`src/hdl/periodic_task_tick_scheduler_macros.svh`:
```
// Assertion macros for the periodic task tick scheduler.
// No dependencies; included by the top level only.
`ifndef PERIODIC_TASK_TICK_SCHEDULER_MACROS_SVH
`define PERIODIC_TASK_TICK_SCHEDULER_MACROS_SVH

// same-cycle implication, disabled in reset
`define PTTS_ASSERT_NOW(label, clk, rst_n, ante, cons) \
	label: assert property (@(posedge clk) disable iff (!rst_n) (ante) |-> (cons)) \
		else $error("ptts assertion failed");

// next-cycle implication, disabled in reset
`define PTTS_ASSERT_NEXT(label, clk, rst_n, ante, cons) \
	label: assert property (@(posedge clk) disable iff (!rst_n) (ante) |=> (cons)) \
		else $error("ptts assertion failed");

`endif

```
`src/hdl/ptts_pkg.sv`:
```
// Shared types and codes for the periodic task tick scheduler.
// No dependencies.
package ptts_pkg;

	localparam logic [1:0] ACT_TICK     = 2'd0;
	localparam logic [1:0] ACT_REGISTER = 2'd1;
	localparam logic [1:0] ACT_SERVICE  = 2'd2;

	typedef struct packed {
		logic [2:0] task_index;
		logic       task_valid;
		logic       any_pending;
		logic       table_full;
		logic       last;
	} res_t;

endpackage

```
`src/hdl/ptts_ram.sv`:
```
// Generic simple dual-port RAM, one write and one registered read port.
// No dependencies.
module ptts_ram #(
	parameter int WIDTH = 32,
	parameter int DEPTH = 8
) (
	input  logic                                   clk,
	input  logic                                   we,
	input  logic [(DEPTH > 1 ? $clog2(DEPTH) : 1)-1:0] waddr,
	input  logic [WIDTH-1:0]                       wdata,
	input  logic                                   re,
	input  logic [(DEPTH > 1 ? $clog2(DEPTH) : 1)-1:0] raddr,
	output logic [WIDTH-1:0]                       rdata
);

	logic [WIDTH-1:0] mem [DEPTH];

	always_ff @(posedge clk) begin
		if (we) begin
			mem[waddr] <= wdata;
		end
		if (re) begin
			rdata <= mem[raddr];
		end
	end

endmodule

```
`src/hdl/ptts_seq.sv`:
```
// Sequencer of the tick scheduler: walks the slot table, holds enable and
// pending bits, and drives the RAM of reload and count values. Uses ptts_pkg.
module ptts_seq
	import ptts_pkg::*;
#(
	parameter int NUM_TASKS  = 8,
	parameter int COUNT_BITS = 16,
	localparam int IW = (NUM_TASKS > 1) ? $clog2(NUM_TASKS) : 1,
	localparam int CW = $clog2(NUM_TASKS + 1)
) (
	input  logic                    clk,
	input  logic                    arst_n,
	input  logic                    item_valid,
	output logic                    item_ready,
	input  logic [1:0]              action,
	input  logic [15:0]             reload_value,
	input  logic                    start_enabled,
	input  logic                    start_pending,
	output logic                    res_valid,
	input  logic                    res_ready,
	output res_t                    res,
	output logic                    ram_we,
	output logic [IW-1:0]           ram_waddr,
	output logic [2*COUNT_BITS-1:0] ram_wdata,
	output logic                    ram_re,
	output logic [IW-1:0]           ram_raddr,
	input  logic [2*COUNT_BITS-1:0] ram_rdata
);

	typedef enum logic [3:0] {
		ST_IDLE = 4'b0001,
		ST_TICK = 4'b0010,
		ST_SERV = 4'b0100,
		ST_EMIT = 4'b1000
	} state_t;

	state_t               state_q;
	logic [CW-1:0]        used_q;
	logic [CW-1:0]        idx_q;
	logic [NUM_TASKS-1:0] en_q;
	logic [NUM_TASKS-1:0] pend_q;
	logic                 flag_q;
	logic                 rd_s1;
	logic [IW-1:0]        idx_s1;
	logic                 held_q;
	logic [IW-1:0]        held_idx_q;
	logic                 before_q;
	res_t                 res_q;
	res_t                 res_d;

	logic                  accept;
	logic                  full;
	logic                  issue;
	logic                  wr_tick;
	logic [COUNT_BITS-1:0] reload_m;
	logic [COUNT_BITS-1:0] rd_reload;
	logic [COUNT_BITS-1:0] rd_count;
	logic                  cnt_zero;
	logic [COUNT_BITS-1:0] new_count;
	logic                  scan_ok;
	logic                  scan_hit;
	logic                  serv_step;

	assign accept    = item_valid && item_ready;
	assign full      = (used_q == CW'(NUM_TASKS));
	assign reload_m  = COUNT_BITS'(reload_value);
	assign rd_reload = ram_rdata[2*COUNT_BITS-1:COUNT_BITS];
	assign rd_count  = ram_rdata[COUNT_BITS-1:0];
	assign cnt_zero  = (rd_count == '0);
	assign new_count = cnt_zero ? rd_reload : rd_count - COUNT_BITS'(1);
	assign issue     = (state_q == ST_TICK) && (idx_q < used_q);
	assign wr_tick   = rd_s1 && en_q[idx_s1];
	assign scan_ok   = (idx_q < used_q);
	assign scan_hit  = scan_ok && pend_q[idx_q[IW-1:0]];
	// a second hit must first push out the one held back
	assign serv_step = (state_q == ST_SERV) && scan_ok && (!(scan_hit && held_q) || res_ready);

	always_comb begin
		item_ready = (state_q == ST_IDLE);
		ram_re     = issue;
		ram_raddr  = idx_q[IW-1:0];
		if (wr_tick) begin
			ram_we    = 1'b1;
			ram_waddr = idx_s1;
			ram_wdata = {rd_reload, new_count};
		end else begin
			ram_we    = accept && (action == ACT_REGISTER) && !full;
			ram_waddr = used_q[IW-1:0];
			ram_wdata = {reload_m, reload_m};
		end
	end

	always_comb begin
		res_valid = 1'b0;
		res       = '0;
		unique case (state_q)
			ST_SERV: begin
				if (!scan_ok) begin
					res_valid        = 1'b1;
					res.task_index   = held_q ? 3'(held_idx_q) : 3'd0;
					res.task_valid   = held_q;
					res.any_pending  = before_q;
					res.last         = 1'b1;
				end else if (scan_hit && held_q) begin
					res_valid        = 1'b1;
					res.task_index   = 3'(held_idx_q);
					res.task_valid   = 1'b1;
					res.any_pending  = before_q;
				end
			end
			ST_EMIT: begin
				res_valid = 1'b1;
				res       = res_q;
			end
			default: begin
				res_valid = 1'b0;
			end
		endcase
	end

	// single-word result for tick, register and spare codes
	always_comb begin
		res_d = res_q;
		if (accept) begin
			res_d      = '0;
			res_d.last = 1'b1;
			if (action == ACT_REGISTER) begin
				if (full) begin
					res_d.any_pending = flag_q;
					res_d.table_full  = 1'b1;
				end else begin
					res_d.task_index  = 3'(used_q);
					res_d.task_valid  = 1'b1;
					res_d.any_pending = flag_q | start_pending;
				end
			end else begin
				res_d.any_pending = flag_q;
			end
		end else if (state_q == ST_TICK && !issue && !rd_s1) begin
			// pending flag has taken the last write-back by now
			res_d.any_pending = flag_q;
		end
	end

	always_ff @(posedge clk or negedge arst_n) begin
		if (!arst_n) begin
			state_q <= ST_IDLE;
			used_q  <= '0;
			idx_q   <= '0;
			en_q    <= '0;
			pend_q  <= '0;
			flag_q  <= 1'b0;
			rd_s1   <= 1'b0;
			held_q  <= 1'b0;
		end else begin
			rd_s1 <= issue;
			if (wr_tick && cnt_zero) begin
				pend_q[idx_s1] <= 1'b1;
				flag_q         <= 1'b1;
			end
			unique case (state_q)
				ST_IDLE: begin
					if (accept) begin
						idx_q  <= '0;
						held_q <= 1'b0;
						case (action)
							ACT_TICK: state_q <= ST_TICK;
							ACT_SERVICE: state_q <= ST_SERV;
							ACT_REGISTER: begin
								state_q <= ST_EMIT;
								if (!full) begin
									en_q[used_q[IW-1:0]]   <= start_enabled;
									pend_q[used_q[IW-1:0]] <= start_pending;
									flag_q                 <= flag_q | start_pending;
									used_q                 <= used_q + CW'(1);
								end
							end
							default: state_q <= ST_EMIT;
						endcase
					end
				end
				ST_TICK: begin
					if (issue) begin
						idx_q <= idx_q + CW'(1);
					end else if (!rd_s1) begin
						state_q <= ST_EMIT;
					end
				end
				ST_SERV: begin
					if (serv_step) begin
						idx_q <= idx_q + CW'(1);
						if (scan_hit) begin
							pend_q[idx_q[IW-1:0]] <= 1'b0;
							held_q                <= 1'b1;
						end
					end
					if (!scan_ok && res_ready) begin
						flag_q  <= 1'b0;
						state_q <= ST_IDLE;
					end
				end
				ST_EMIT: begin
					if (res_ready) begin
						state_q <= ST_IDLE;
					end
				end
				default: state_q <= ST_IDLE;
			endcase
		end
	end

	always_ff @(posedge clk) begin
		if (issue) begin
			idx_s1 <= idx_q[IW-1:0];
		end
		if (serv_step && scan_hit) begin
			held_idx_q <= idx_q[IW-1:0];
		end
		if (accept) begin
			before_q <= flag_q;
		end
		res_q <= res_d;
	end

endmodule

```
`src/hdl/periodic_task_tick_scheduler.sv`:
```
// Periodic task tick scheduler. One word is taken at a time. A tick word
// walks the used slots through the single read port of the count RAM, one
// slot a cycle, with each write-back in the cycle after its read. A service
// word scans the pending bits one slot a cycle while the result side does
// not stall. Results leave through a one-word output register.
// Depends on ptts_pkg, ptts_seq, ptts_ram and the assertion macros header.
`include "periodic_task_tick_scheduler_macros.svh"

module periodic_task_tick_scheduler
	import ptts_pkg::*;
#(
	parameter int NUM_TASKS  = 8,
	parameter int COUNT_BITS = 16
) (
	input  logic        clk,
	input  logic        arst_n,
	input  logic        item_valid,
	output logic        item_ready,
	input  logic [1:0]  action,
	input  logic [15:0] reload_value,
	input  logic        start_enabled,
	input  logic        start_pending,
	output logic        result_valid,
	input  logic        result_ready,
	output logic [2:0]  task_index,
	output logic        task_valid,
	output logic        any_pending,
	output logic        table_full,
	output logic        last
);

	localparam int IW = (NUM_TASKS > 1) ? $clog2(NUM_TASKS) : 1;

	logic                    res_valid;
	logic                    res_ready;
	res_t                    res;
	logic                    ram_we;
	logic [IW-1:0]           ram_waddr;
	logic [2*COUNT_BITS-1:0] ram_wdata;
	logic                    ram_re;
	logic [IW-1:0]           ram_raddr;
	logic [2*COUNT_BITS-1:0] ram_rdata;
	logic                    out_valid_q;
	res_t                    out_q;

	ptts_seq #(
		.NUM_TASKS (NUM_TASKS),
		.COUNT_BITS(COUNT_BITS)
	) u_seq (
		.clk          (clk),
		.arst_n       (arst_n),
		.item_valid   (item_valid),
		.item_ready   (item_ready),
		.action       (action),
		.reload_value (reload_value),
		.start_enabled(start_enabled),
		.start_pending(start_pending),
		.res_valid    (res_valid),
		.res_ready    (res_ready),
		.res          (res),
		.ram_we       (ram_we),
		.ram_waddr    (ram_waddr),
		.ram_wdata    (ram_wdata),
		.ram_re       (ram_re),
		.ram_raddr    (ram_raddr),
		.ram_rdata    (ram_rdata)
	);

	// reload value in the upper half, live count in the lower
	ptts_ram #(
		.WIDTH(2 * COUNT_BITS),
		.DEPTH(NUM_TASKS)
	) u_ram (
		.clk  (clk),
		.we   (ram_we),
		.waddr(ram_waddr),
		.wdata(ram_wdata),
		.re   (ram_re),
		.raddr(ram_raddr),
		.rdata(ram_rdata)
	);

	assign res_ready = !out_valid_q || result_ready;

	always_ff @(posedge clk or negedge arst_n) begin
		if (!arst_n) begin
			out_valid_q <= 1'b0;
		end else if (res_valid && res_ready) begin
			out_valid_q <= 1'b1;
		end else if (result_ready) begin
			out_valid_q <= 1'b0;
		end
	end

	always_ff @(posedge clk) begin
		if (res_valid && res_ready) begin
			out_q <= res;
		end
	end

	assign result_valid = out_valid_q;
	assign task_index   = out_q.task_index;
	assign task_valid   = out_q.task_valid;
	assign any_pending  = out_q.any_pending;
	assign table_full   = out_q.table_full;
	assign last         = out_q.last;

	`PTTS_ASSERT_NOW(a_idle_no_res, clk, arst_n, item_ready, !res_valid)
	`PTTS_ASSERT_NOW(a_invalid_idx_zero, clk, arst_n, res_valid && !res.task_valid,
		res.task_index == 3'd0 && res.last)
	`PTTS_ASSERT_NOW(a_full_shape, clk, arst_n, res_valid && res.table_full,
		!res.task_valid && res.last)
	`PTTS_ASSERT_NEXT(a_one_word, clk, arst_n, item_valid && item_ready, !item_ready)

endmodule
```
`config.mk`:
```
export PLATFORM = sky130hd
export DESIGN_NAME = periodic_task_tick_scheduler
export DESIGN_NICKNAME = d
export VERILOG_FILES = /design/src/hdl/ptts_pkg.sv /design/src/hdl/ptts_ram.sv /design/src/hdl/ptts_seq.sv /design/src/hdl/periodic_task_tick_scheduler.sv
export VERILOG_INCLUDE_DIRS = /design/src /design/src/hdl
export SDC_FILE = /design/constraint.sdc
export NUM_CORES = 1
export LEC_CHECK = 0
export ABC_AREA = 1
export BUFFER_PORTS_ARGS = -buffer_cell sky130_fd_sc_hd__clkbuf_2
export CAP_MARGIN = 20
export CORE_MARGIN = 2
export CORE_UTILIZATION = 35
export CTS_BUF_LIST = sky130_fd_sc_hd__clkbuf_4 sky130_fd_sc_hd__clkbuf_8
export DETAILED_ROUTE_END_ITERATION = 10
export PLACE_DENSITY_LB_ADDON = 0.05
export SETUP_SLACK_MARGIN = 0.05
export SLEW_MARGIN = 5
export SYNTH_ARGS = -nofsm -noshare
export SYNTH_HDL_FRONTEND = slang
export SYNTH_HIERARCHICAL = 1
export SYNTH_SLANG_ARGS = --single-unit
```
`constraint.sdc`:
```
create_clock -name clk -period 9.55 [get_ports clk]
set_input_delay 1.91 -clock clk [delete_from_list [all_inputs] [get_ports clk]]
set_output_delay 1.91 -clock clk [all_outputs]
set_load 0.02 [all_outputs]
```
==> flow_summary.ini, run 1 <==
[logic_synthesis]
async_flop_share_pct = 9.41
synth_top_area_share_pct = 56.5
avgSynthCellArea_um2 = 9.32
synth_most_common_cell = nand2_1
synth_cell_types = 40
synth-edff-count = 308
synth_nets = 1788
synth_flop_cell = edfxtp_1
ys_seq_area_share_pct = 61.3
synthTopCellsByCount = 627 x nand2_1, 322 x inv_1, 308 x edfxtp_1
yosysWarningCount = 6
syn_area_um2 = 16400
synth_top_area_cell = edfxtp_1
synthCells = 1757
ys_ff_latch = 340
synth_area_leaders = edfxtp_1 56%, nand2_1 14%, inv_1 7.4%, nand3_1 4.9%, dfrtp_1 4.7%

[timing]
hold_violations = 0
finalSetupTns_ns = 0
worst_pin_slew_ns = 1.01
final-setup-viol-count = 0
rsz0062_at_grt = false
slew_headroom_pct = 32.0
max_freq_ghz = 0.253
slew_viol_final = 0
min_period_ns = 3.95
finalWorstSetupSlack_ns = 5.60
holdWs_ns = 0.483
worst_clock_skew_ns = 0.0188
period_share_pct = 41.3

[floorplanning]
io-pin-count = 33
start_util_pct = 35.3
core_area_um2 = 46400
die_h_um = 220
rows = 79
die_w_um = 220
dieArea_um2 = 48600

[cts]
clock-root-buffer = clkbuf_8
cts_buffer_depth = 3
cts.sinks = 340
insertion_delay_ns = 0.65
cts_buffers = 61
htree_levels = 2
cts_resized = 0
cts_tree = built
holdBufCountCts = 0
cts_setup_buffers = 0
clk_pin_slew_ns = 0.06

[run_status]
status = complete, no violations

[drt]
wl_um = 43200
num_vias = 11300
dr.pass1.iters = 5
viasPerCell = 4.58
antenna_left = 0
wl_per_cell_um = 17.6
drc = 0
drtIter0Drc = 629

[setup_path]
worst_r2r_startpoint = u_seq/idx_s1[0]
r2r_setup_slack_ns = 6.04
crit_slowest_cell = nor2_4
rr_worst_depth = 12
cp_cell_sequence = clkbuf_2 > inv_1 > nor2_1 > nand2_2 > o21ai_0 > nand2_1 > nor2_4 > buf_4
reg2reg_to = u_ram/mem[4][9]
cp.arrival_ns = 4.26
critPathKind = input pin to flop
critPathBufInv = 3
critPathMaxStageDelay_ns = 0.54
crit_required_ns = 9.86
cp_top_family = simple AND/OR/NAND/NOR gates
setup.worst_path.start_class = input pin
end_kind = flop
cp_max_fo = 18

[pwr]
switchingPower_mw = 1.43
p_clk_share_pct = 32.5
p_seq_share_pct = 44.0
power.density_nw_per_um2 = 232
combPwrFrac_pct = 23.4
internal_power_mw = 2.82
switching_share_pct = 33.7
ir_drop_uv = 169
leakage_nw = 8.23
power.total_mw = 4.24

[min_path]
min_to = u_seq/before_q
hold_path_class = flop to flop
hold_start = u_seq/flag_q
worst_hold_path.num_cells = 0

[placed_design]
dpl_cell_area_um2 = 17000
dp_hpwl_um = 25000
port_buffers = 32
dp_slack_ns = 4.89
gp_congestion = 0.801
dp_cells = 2345

[global_routing]
grt_overflow = 0
grt_max_degree = 79
grt_pass1_vias = 11000
grt_pass1_wl_um = 66800
grt_usage_pct = 18.4
antenna_found_initial = 1

[cells_and_area]
fin_cells = 2458
antenna_cells = 0
n_fill_cell = 4718
design_area_um2 = 18300
fin_util_pct = 39.4
fin_nets = 1834
regArea_um2 = 10100
drive_above_1_share_pct = 12.2
areaGrowthSynthToFinish_pct = 11.5
multi_input_area_um2 = 4640

[job]
maxCapViolCount = 0
==> logic make-up (layout without fill, tap and decap cells) <==
| kind of cell | Yosys count | in the layout | share of synthesized area, % |
|---|---|---|---|
| AO/OA/AOI/OAI | 68 | 68 | 2.37 |
| XOR/XNOR | 15 | 15 | 0.802 |
| adder cells (fa/ha/maj) | 7 | 7 | 0.535 |
| buffers and inverters | 405 | 499 | 10.7 |
| flip-flops | 340 | 340 | 61.3 |
| AND/OR/NAND/NOR | 922 | 922 | 24.2 |
==> per-layer routing <==
| layer | vias to the layer above | track usage [%] | share of wire (%) |
|---|---|---|---|
| met2 | 205 | 29.2 | 45 |
| met1 | 5329 | 25.9 | 48 |
| met5 | - | 0 | 0 |
| met4 | 0 | 5.55 | 2.0 |
| li1 | 5661 | - | - |
| met3 | 68 | 3.01 | 4.2 |
==> state kept, by name, summed over array words and instances, names as in the netlist, 4 cells and up <==
register       count
u_seq/pend_q       8
u_seq/en_q         8
u_seq/res_q        6
u_ram/rdata       32
u_seq/idx_q        4
u_seq/state_q      4
u_seq/used_q       4
u_ram/mem        256
==> final cells by class <==
| type | count | area share [%] |
|---|---|---|
| clock buffer | 102 | 6.49 |
| clock inverter | 9 | 0.267 |
| inverter | 336 | 6.96 |
| multi-input combinational | 1012 | 25.4 |
| sequential | 340 | 55.1 |
| tap | 607 | 4.16 |
| timing repair buffer | 52 | 1.68 |
==> worst register-to-register path: stages (launching register included) <==
cell and delay (ns):
edfxtp_1 0.55, inv_4 0.19, nand2_1 0.07, nand2_1 0.08, nand2_1 0.05, nand2_1 0.06, nand2_1 0.04, nand2_1 0.07
nand2_2 0.04, buf_4 0.24, inv_2 0.66, o21ai_0 0.29, o21ai_0 0.83
==> power by group through the flow <==
stage	Clock, mW	Sequential (mW)	Combinational (mW)
finish	1.38	1.87	0.994
global route	1.50	1.88	1.14
global placement	0	1.90	1.01
CTS	1.44	1.87	1.01
detailed placement	0	1.90	1.01
floorplan	0	1.86	0.789
==> cells in the final DEF, fill, tap and decap left out, types with 12 or more instances in the layout <==
master,count
nand3_1,161
inv_2,12
clkbuf_2,33
inv_1,321
nor2_4,14
nor2_1,48
dfrtp_1,28
o21ai_0,34
nand2_1,627
clkbuf_4,36
edfxtp_1,308
nor3_1,18
buf_4,18
clkbuf_8,67
nand4_1,22
a21oi_1,14
==> how the worst max path moves through the flow <==
| stage | from | end | cells after the start |
|---|---|---|---|
| after detailed placement | action[0] | u_ram/mem[6][17] | 8 |
| after CTS | action[0] | u_ram/mem[6][21] | 8 |
| after global routing | action[0] | u_ram/mem[6][2] | 8 |
| after global placement | action[0] | u_ram/mem[6][1] | 8 |
| after floorplan | action[0] | u_ram/mem[1][0] | 6 |
| final | action[0] | u_ram/mem[6][2] | 8 |
Note: power is estimated with default switching activity, not from simulation.
==> inputs of run 2 (changes only) <==
==> constraint.sdc (replaced) <==
create_clock -name clk -period 3.9 [get_ports clk]
set_input_delay 0.78 -clock clk [delete_from_list [all_inputs] [get_ports clk]]
set_output_delay 0.78 -clock clk [all_outputs]
set_load 0.02 [all_outputs]
==> flow_summary.ini, run 2 (synthesis gave the netlist of run 1 again) <==
[run_status]
status = complete, no violations

[cts]
cts_buffers = 66
cts_buffer_depth = 3
insertion_delay_ns = 0.60
cts_tree = built
cts_resized = 0
clk_pin_slew_ns = 0.06
clock-root-buffer = clkbuf_8
cts.sinks = 340
htree_levels = 3
cts_setup_buffers = 0
holdBufCountCts = 0

[floorplanning]
die_w_um = 220
io-pin-count = 33
core_area_um2 = 46400
die_h_um = 220
dieArea_um2 = 48600
start_util_pct = 35.3
rows = 79

[setup_path]
crit_required_ns = 4.18
cp.arrival_ns = 3.47
r2r_setup_slack_ns = 0.71
cp_top_family = compound AO/OA/AOI/OAI gates
rr_worst_depth = 11
critPathKind = flop to flop
cp_common_cell = nand2_1
cp_cell_sequence = inv_4 > nand2_1 > nand2_1 > nand2_1 > nand2_1 > nand2_1 > nand2_1 > nand2_2 > inv_2 > o21ai_0 > o21ai_0
critPathMaxStageDelay_ns = 0.71
reg2reg_to = u_ram/mem[5][9]
startpoint = u_seq/idx_s1[0]
end_kind = flop
critPathBufInv = 2
endpoint = u_ram/mem[5][9]
cp_max_fo = 30
worst-path-stages = 11
setup.worst_path.start_class = flop
worst_r2r_startpoint = u_seq/idx_s1[0]
crit_slowest_cell = o21ai_0

[cells_and_area]
final_cell_mix = 627 x nand2_1, 321 x inv_1, 308 x edfxtp_1
layout_commonest_cell = nand2_1
reg_top3 = u_ram/mem x256, u_ram/rdata x32
largest_reg_flops = 256
fin_nets = 1854
drive_above_1_share_pct = 13.0
areaGrowthSynthToFinish_pct = 13.0
antenna_cells = 0
largest_register = u_ram/mem
fin_cells = 2481
design_area_um2 = 18500

[pwr]
power.density_nw_per_um2 = 576
switching_share_pct = 33.3
combPwrFrac_pct = 23.1
switchingPower_mw = 3.55
leakage_nw = 8.37
ir_drop_uv = 300
p_seq_share_pct = 42.9
internal_power_mw = 7.11
p_clk_share_pct = 34.0

[drt]
wl_um = 44200
wl_per_cell_um = 17.8
antenna_left = 0
drc = 0
drtIter0Drc = 688
viasPerCell = 4.67
num_vias = 11600
dr.pass1.iters = 7

[global_routing]
top_usage_layer = met2
grt_max_degree = 62
antenna_found_initial = 0
met1_usage_pct = 25.4
grt_pass1_vias = 11400
grt_pass1_wl_um = 68000
grtUsageMet2_pct = 30.9
grt_usage_pct = 18.9
grt_use_met3_pct = 2.98
grt_overflow = 0

[placed_design]
dp_hpwl_um = 26400
dp_cells = 2362
dpl_cell_area_um2 = 17200
port_buffers = 32
gp_congestion = 0.822

[timing]
worst_clock_skew_ns = 0.0162
rsz0062_at_grt = false
hold_violations = 0
finalSetupTns_ns = 0
period_share_pct = 81.8
min_period_ns = 3.19
final-setup-viol-count = 0
max_freq_ghz = 0.313
slew_headroom_pct = 28.4
slew_viol_final = 0
worst_pin_slew_ns = 1.07

[min_path]
hold_path_class = input pin to async pin

[job]
maxCapViolCount = 0
## run 2: per-layer routing
| layer | vias to the layer above | wire length, µm |
|---|---|---|
| li1 | 5695 | - |
| met1 | 5557 | 20500 |
| met2 | 244 | 20600 |
| met3 | 88 | 1750 |
| met4 | 0 | 1270 |
| met5 | - | 0 |
## run 2: worst min path at each step
stage	from	to	slack, ns	cells after the start
after floorplan	u_seq/flag_q	u_seq/before_q	0.44	0
after global placement	u_seq/flag_q	u_seq/before_q	0.48	0
after detailed placement	u_seq/flag_q	u_seq/before_q	0.47	0
after CTS	arst_n	u_seq/state_q[3]	0.28	1
after global routing	arst_n	u_seq/state_q[3]	0.33	1
final	arst_n	u_seq/state_q[3]	0.29	1
## run 2: final cells by class
class / count / area (µm²)
multi-input combinational: 1012 / 4640
clock inverter: 19 / 134
clock buffer: 100 / 1200
timing repair buffer: 67 / 448
inverter: 336 / 1270
fill: 4692 / 27900
tap: 607 / 759
sequential: 340 / 10100
## run 2: power groups by stage
stage          Clock (mW)  Combinational [mW]  Sequential (mW)
6_report             3.62                2.46             4.58
5_1_grt              3.92                2.84             4.61
4_1_cts              3.77                2.49             4.58
3_5_place_dp            0                2.47             4.65
3_3_place_gp            0                2.48             4.66
2_1_floorplan           0                1.93             4.55
## run 2: through the flow
step | util, % | power [mW] | hold slack, ns | worst slack (ns)
after floorplan | - | 6.48 | 0.441 | 0.550
after global placement | 37.0 | 7.14 | 0.476 | 0.744
after detailed placement | 37.0 | 7.13 | 0.472 | 0.699
after CTS | 39.9 | 10.8 | 0.279 | 0.654
after global routing | 39.9 | 11.4 | 0.326 | 0.345
final | 39.9 | 10.7 | 0.289 | 0.710
==> inputs of run 3 (changes only) <==
==> constraint.sdc (replaced) <==
create_clock -name clk -period 3.05 [get_ports clk]
set_input_delay 0.61 -clock clk [delete_from_list [all_inputs] [get_ports clk]]
set_output_delay 0.61 -clock clk [all_outputs]
set_load 0.02 [all_outputs]
==> flow_summary.ini, run 3 (synthesis gave the netlist of run 1 again) <==
[run_status]
status = complete, no violations

[drt]
wl_per_cell_um = 18.4
viasPerCell = 4.60
dr.pass1.iters = 5
num_vias = 11400
drc = 0
antenna_left = 0
wl_um = 45600
drtIter0Drc = 707

[global_routing]
grt_pass1_vias = 11300
grt_pass1_wl_um = 69300
grt_max_degree = 90
grt_use_met3_pct = 2.54
grt_usage_pct = 19.3
grt_overflow = 0
grtUsageMet2_pct = 32.5
met1_usage_pct = 25.8
antenna_found_initial = 0
top_usage_layer = met2

[timing]
finalSetupTns_ns = 0
slew_viol_final = 0
period_share_pct = 85.8
worst_clock_skew_ns = 0.0205
final-setup-viol-count = 0
hold_violations = 0
max_freq_ghz = 0.382
rsz0062_at_grt = false
min_period_ns = 2.62
slew_headroom_pct = 29.8
worst_pin_slew_ns = 1.05

[setup_path]
cp_top_family = simple AND/OR/NAND/NOR gates
cp_common_cell = nand2_1
crit_required_ns = 3.38
r2r_setup_slack_ns = 0.43
critPathKind = flop to flop
cp_cell_sequence = inv_4 > nand2_1 > nand2_1 > nand2_1 > nand2_1 > nand2_1 > nand2_1 > nand2_2 > o21ai_0 > nand2_1 > nor2_4 > buf_12
setup.worst_path.start_class = flop
critPathBufInv = 2
end_kind = flop
cp_max_fo = 32
critPathMaxStageDelay_ns = 0.52
cp.arrival_ns = 2.95
crit_slowest_cell = edfxtp_1

[cts]
htree_levels = 2
holdBufCountCts = 0
cts_buffers = 60
cts_resized = 0
clock-root-buffer = clkbuf_8
cts_tree = built
cts_buffer_depth = 3
insertion_delay_ns = 0.65
cts_setup_buffers = 0
cts.sinks = 340
clk_pin_slew_ns = 0.06

[cells_and_area]
drive_above_1_share_pct = 12.5
design_area_um2 = 18600
fin_cells = 2482
reg_top3 = u_ram/mem x256, u_ram/rdata x32
largest_register = u_ram/mem
layout_commonest_cell = nand2_1
fin_util_pct = 40.1
antenna_cells = 0
largest_reg_flops = 256
final_cell_mix = 627 x nand2_1, 321 x inv_1, 308 x edfxtp_1
fin_nets = 1858
areaGrowthSynthToFinish_pct = 13.4

[placed_design]
gp_congestion = 0.838
dp_hpwl_um = 28500
dpl_cell_area_um2 = 17400
dp_cells = 2372
port_buffers = 32

[floorplanning]
dieArea_um2 = 48600
core_area_um2 = 46400
io-pin-count = 33
die_w_um = 220
start_util_pct = 35.3
rows = 79
die_h_um = 220

[pwr]
ir_drop_uv = 436
power.density_nw_per_um2 = 714
leakage_nw = 8.36

[min_path]
hold_path_class = input pin to async pin

[job]
maxCapViolCount = 0
==> run 3: routing by layer <==
| metal | vias up | wire, µm |
|---|---|---|
| li1 | 5709 | - |
| met5 | - | 0 |
| met1 | 5429 | 20900 |
| met3 | 75 | 1590 |
| met2 | 201 | 21900 |
| met4 | 0 | 1210 |
==> run 3: power breakdown <==
| part | internal [mW] | total (mW) | switching (mW) | leakage (nW) |
|---|---|---|---|---|
| clock network | 2.14 | 4.03 | 1.89 | 0.602 |
| registers | 5.55 | 5.79 | 0.233 | 3.19 |
| logic | 0.954 | 3.45 | 2.49 | 4.57 |
==> run 3: worst register-to-register path, cell delays in order, from the launching register on <==
cell and delay (ns):
edfxtp_1 0.52, inv_4 0.16, nand2_1 0.07, nand2_1 0.06
nand2_1 0.05, nand2_1 0.07, nand2_1 0.05, nand2_1 0.08
nand2_2 0.18, o21ai_0 0.29, nand2_1 0.30, nor2_4 0.21
buf_12 0.27
==> run 3: worst paths after layout <==
path,from,to,cells after the start
worst max-delay path,u_seq/idx_s1[0],u_ram/mem[3][2],12
worst min-delay path,arst_n,result_valid,1
worst max register to register,u_seq/idx_s1[0],u_ram/mem[3][2],12
worst min register to register,u_seq/en_q[7],u_seq/en_q[7],2
max in group asynchronous,arst_n,u_seq/idx_q[0],1
min in group clk,start_enabled,u_seq/en_q[3],3
==> run 3: area by class of cell <==
class | count | area (µm²)
Fill cell | 4662 | 27800
Sequential cell | 340 | 10100
Multi-Input combinational cell | 1012 | 4640
Inverter | 336 | 1270
Clock buffer | 84 | 1020
Tap cell | 607 | 759
Timing Repair Buffer | 77 | 727
Clock inverter | 26 | 110
==> run 3: metrics by stage <==
| stage | total power [mW] | hold slack (ns) | setup WS (ns) |
|---|---|---|---|
| CTS | 13.5 | 0.0771 | 0.359 |
| global route | 14.1 | 0.142 | 0.142 |
| global placement | 9.40 | 0.478 | 0.424 |
| detailed placement | 9.39 | 0.476 | 0.396 |
| finish | 13.3 | 0.0947 | 0.432 |
| floorplan | 8.29 | 0.314 | -0.260 |
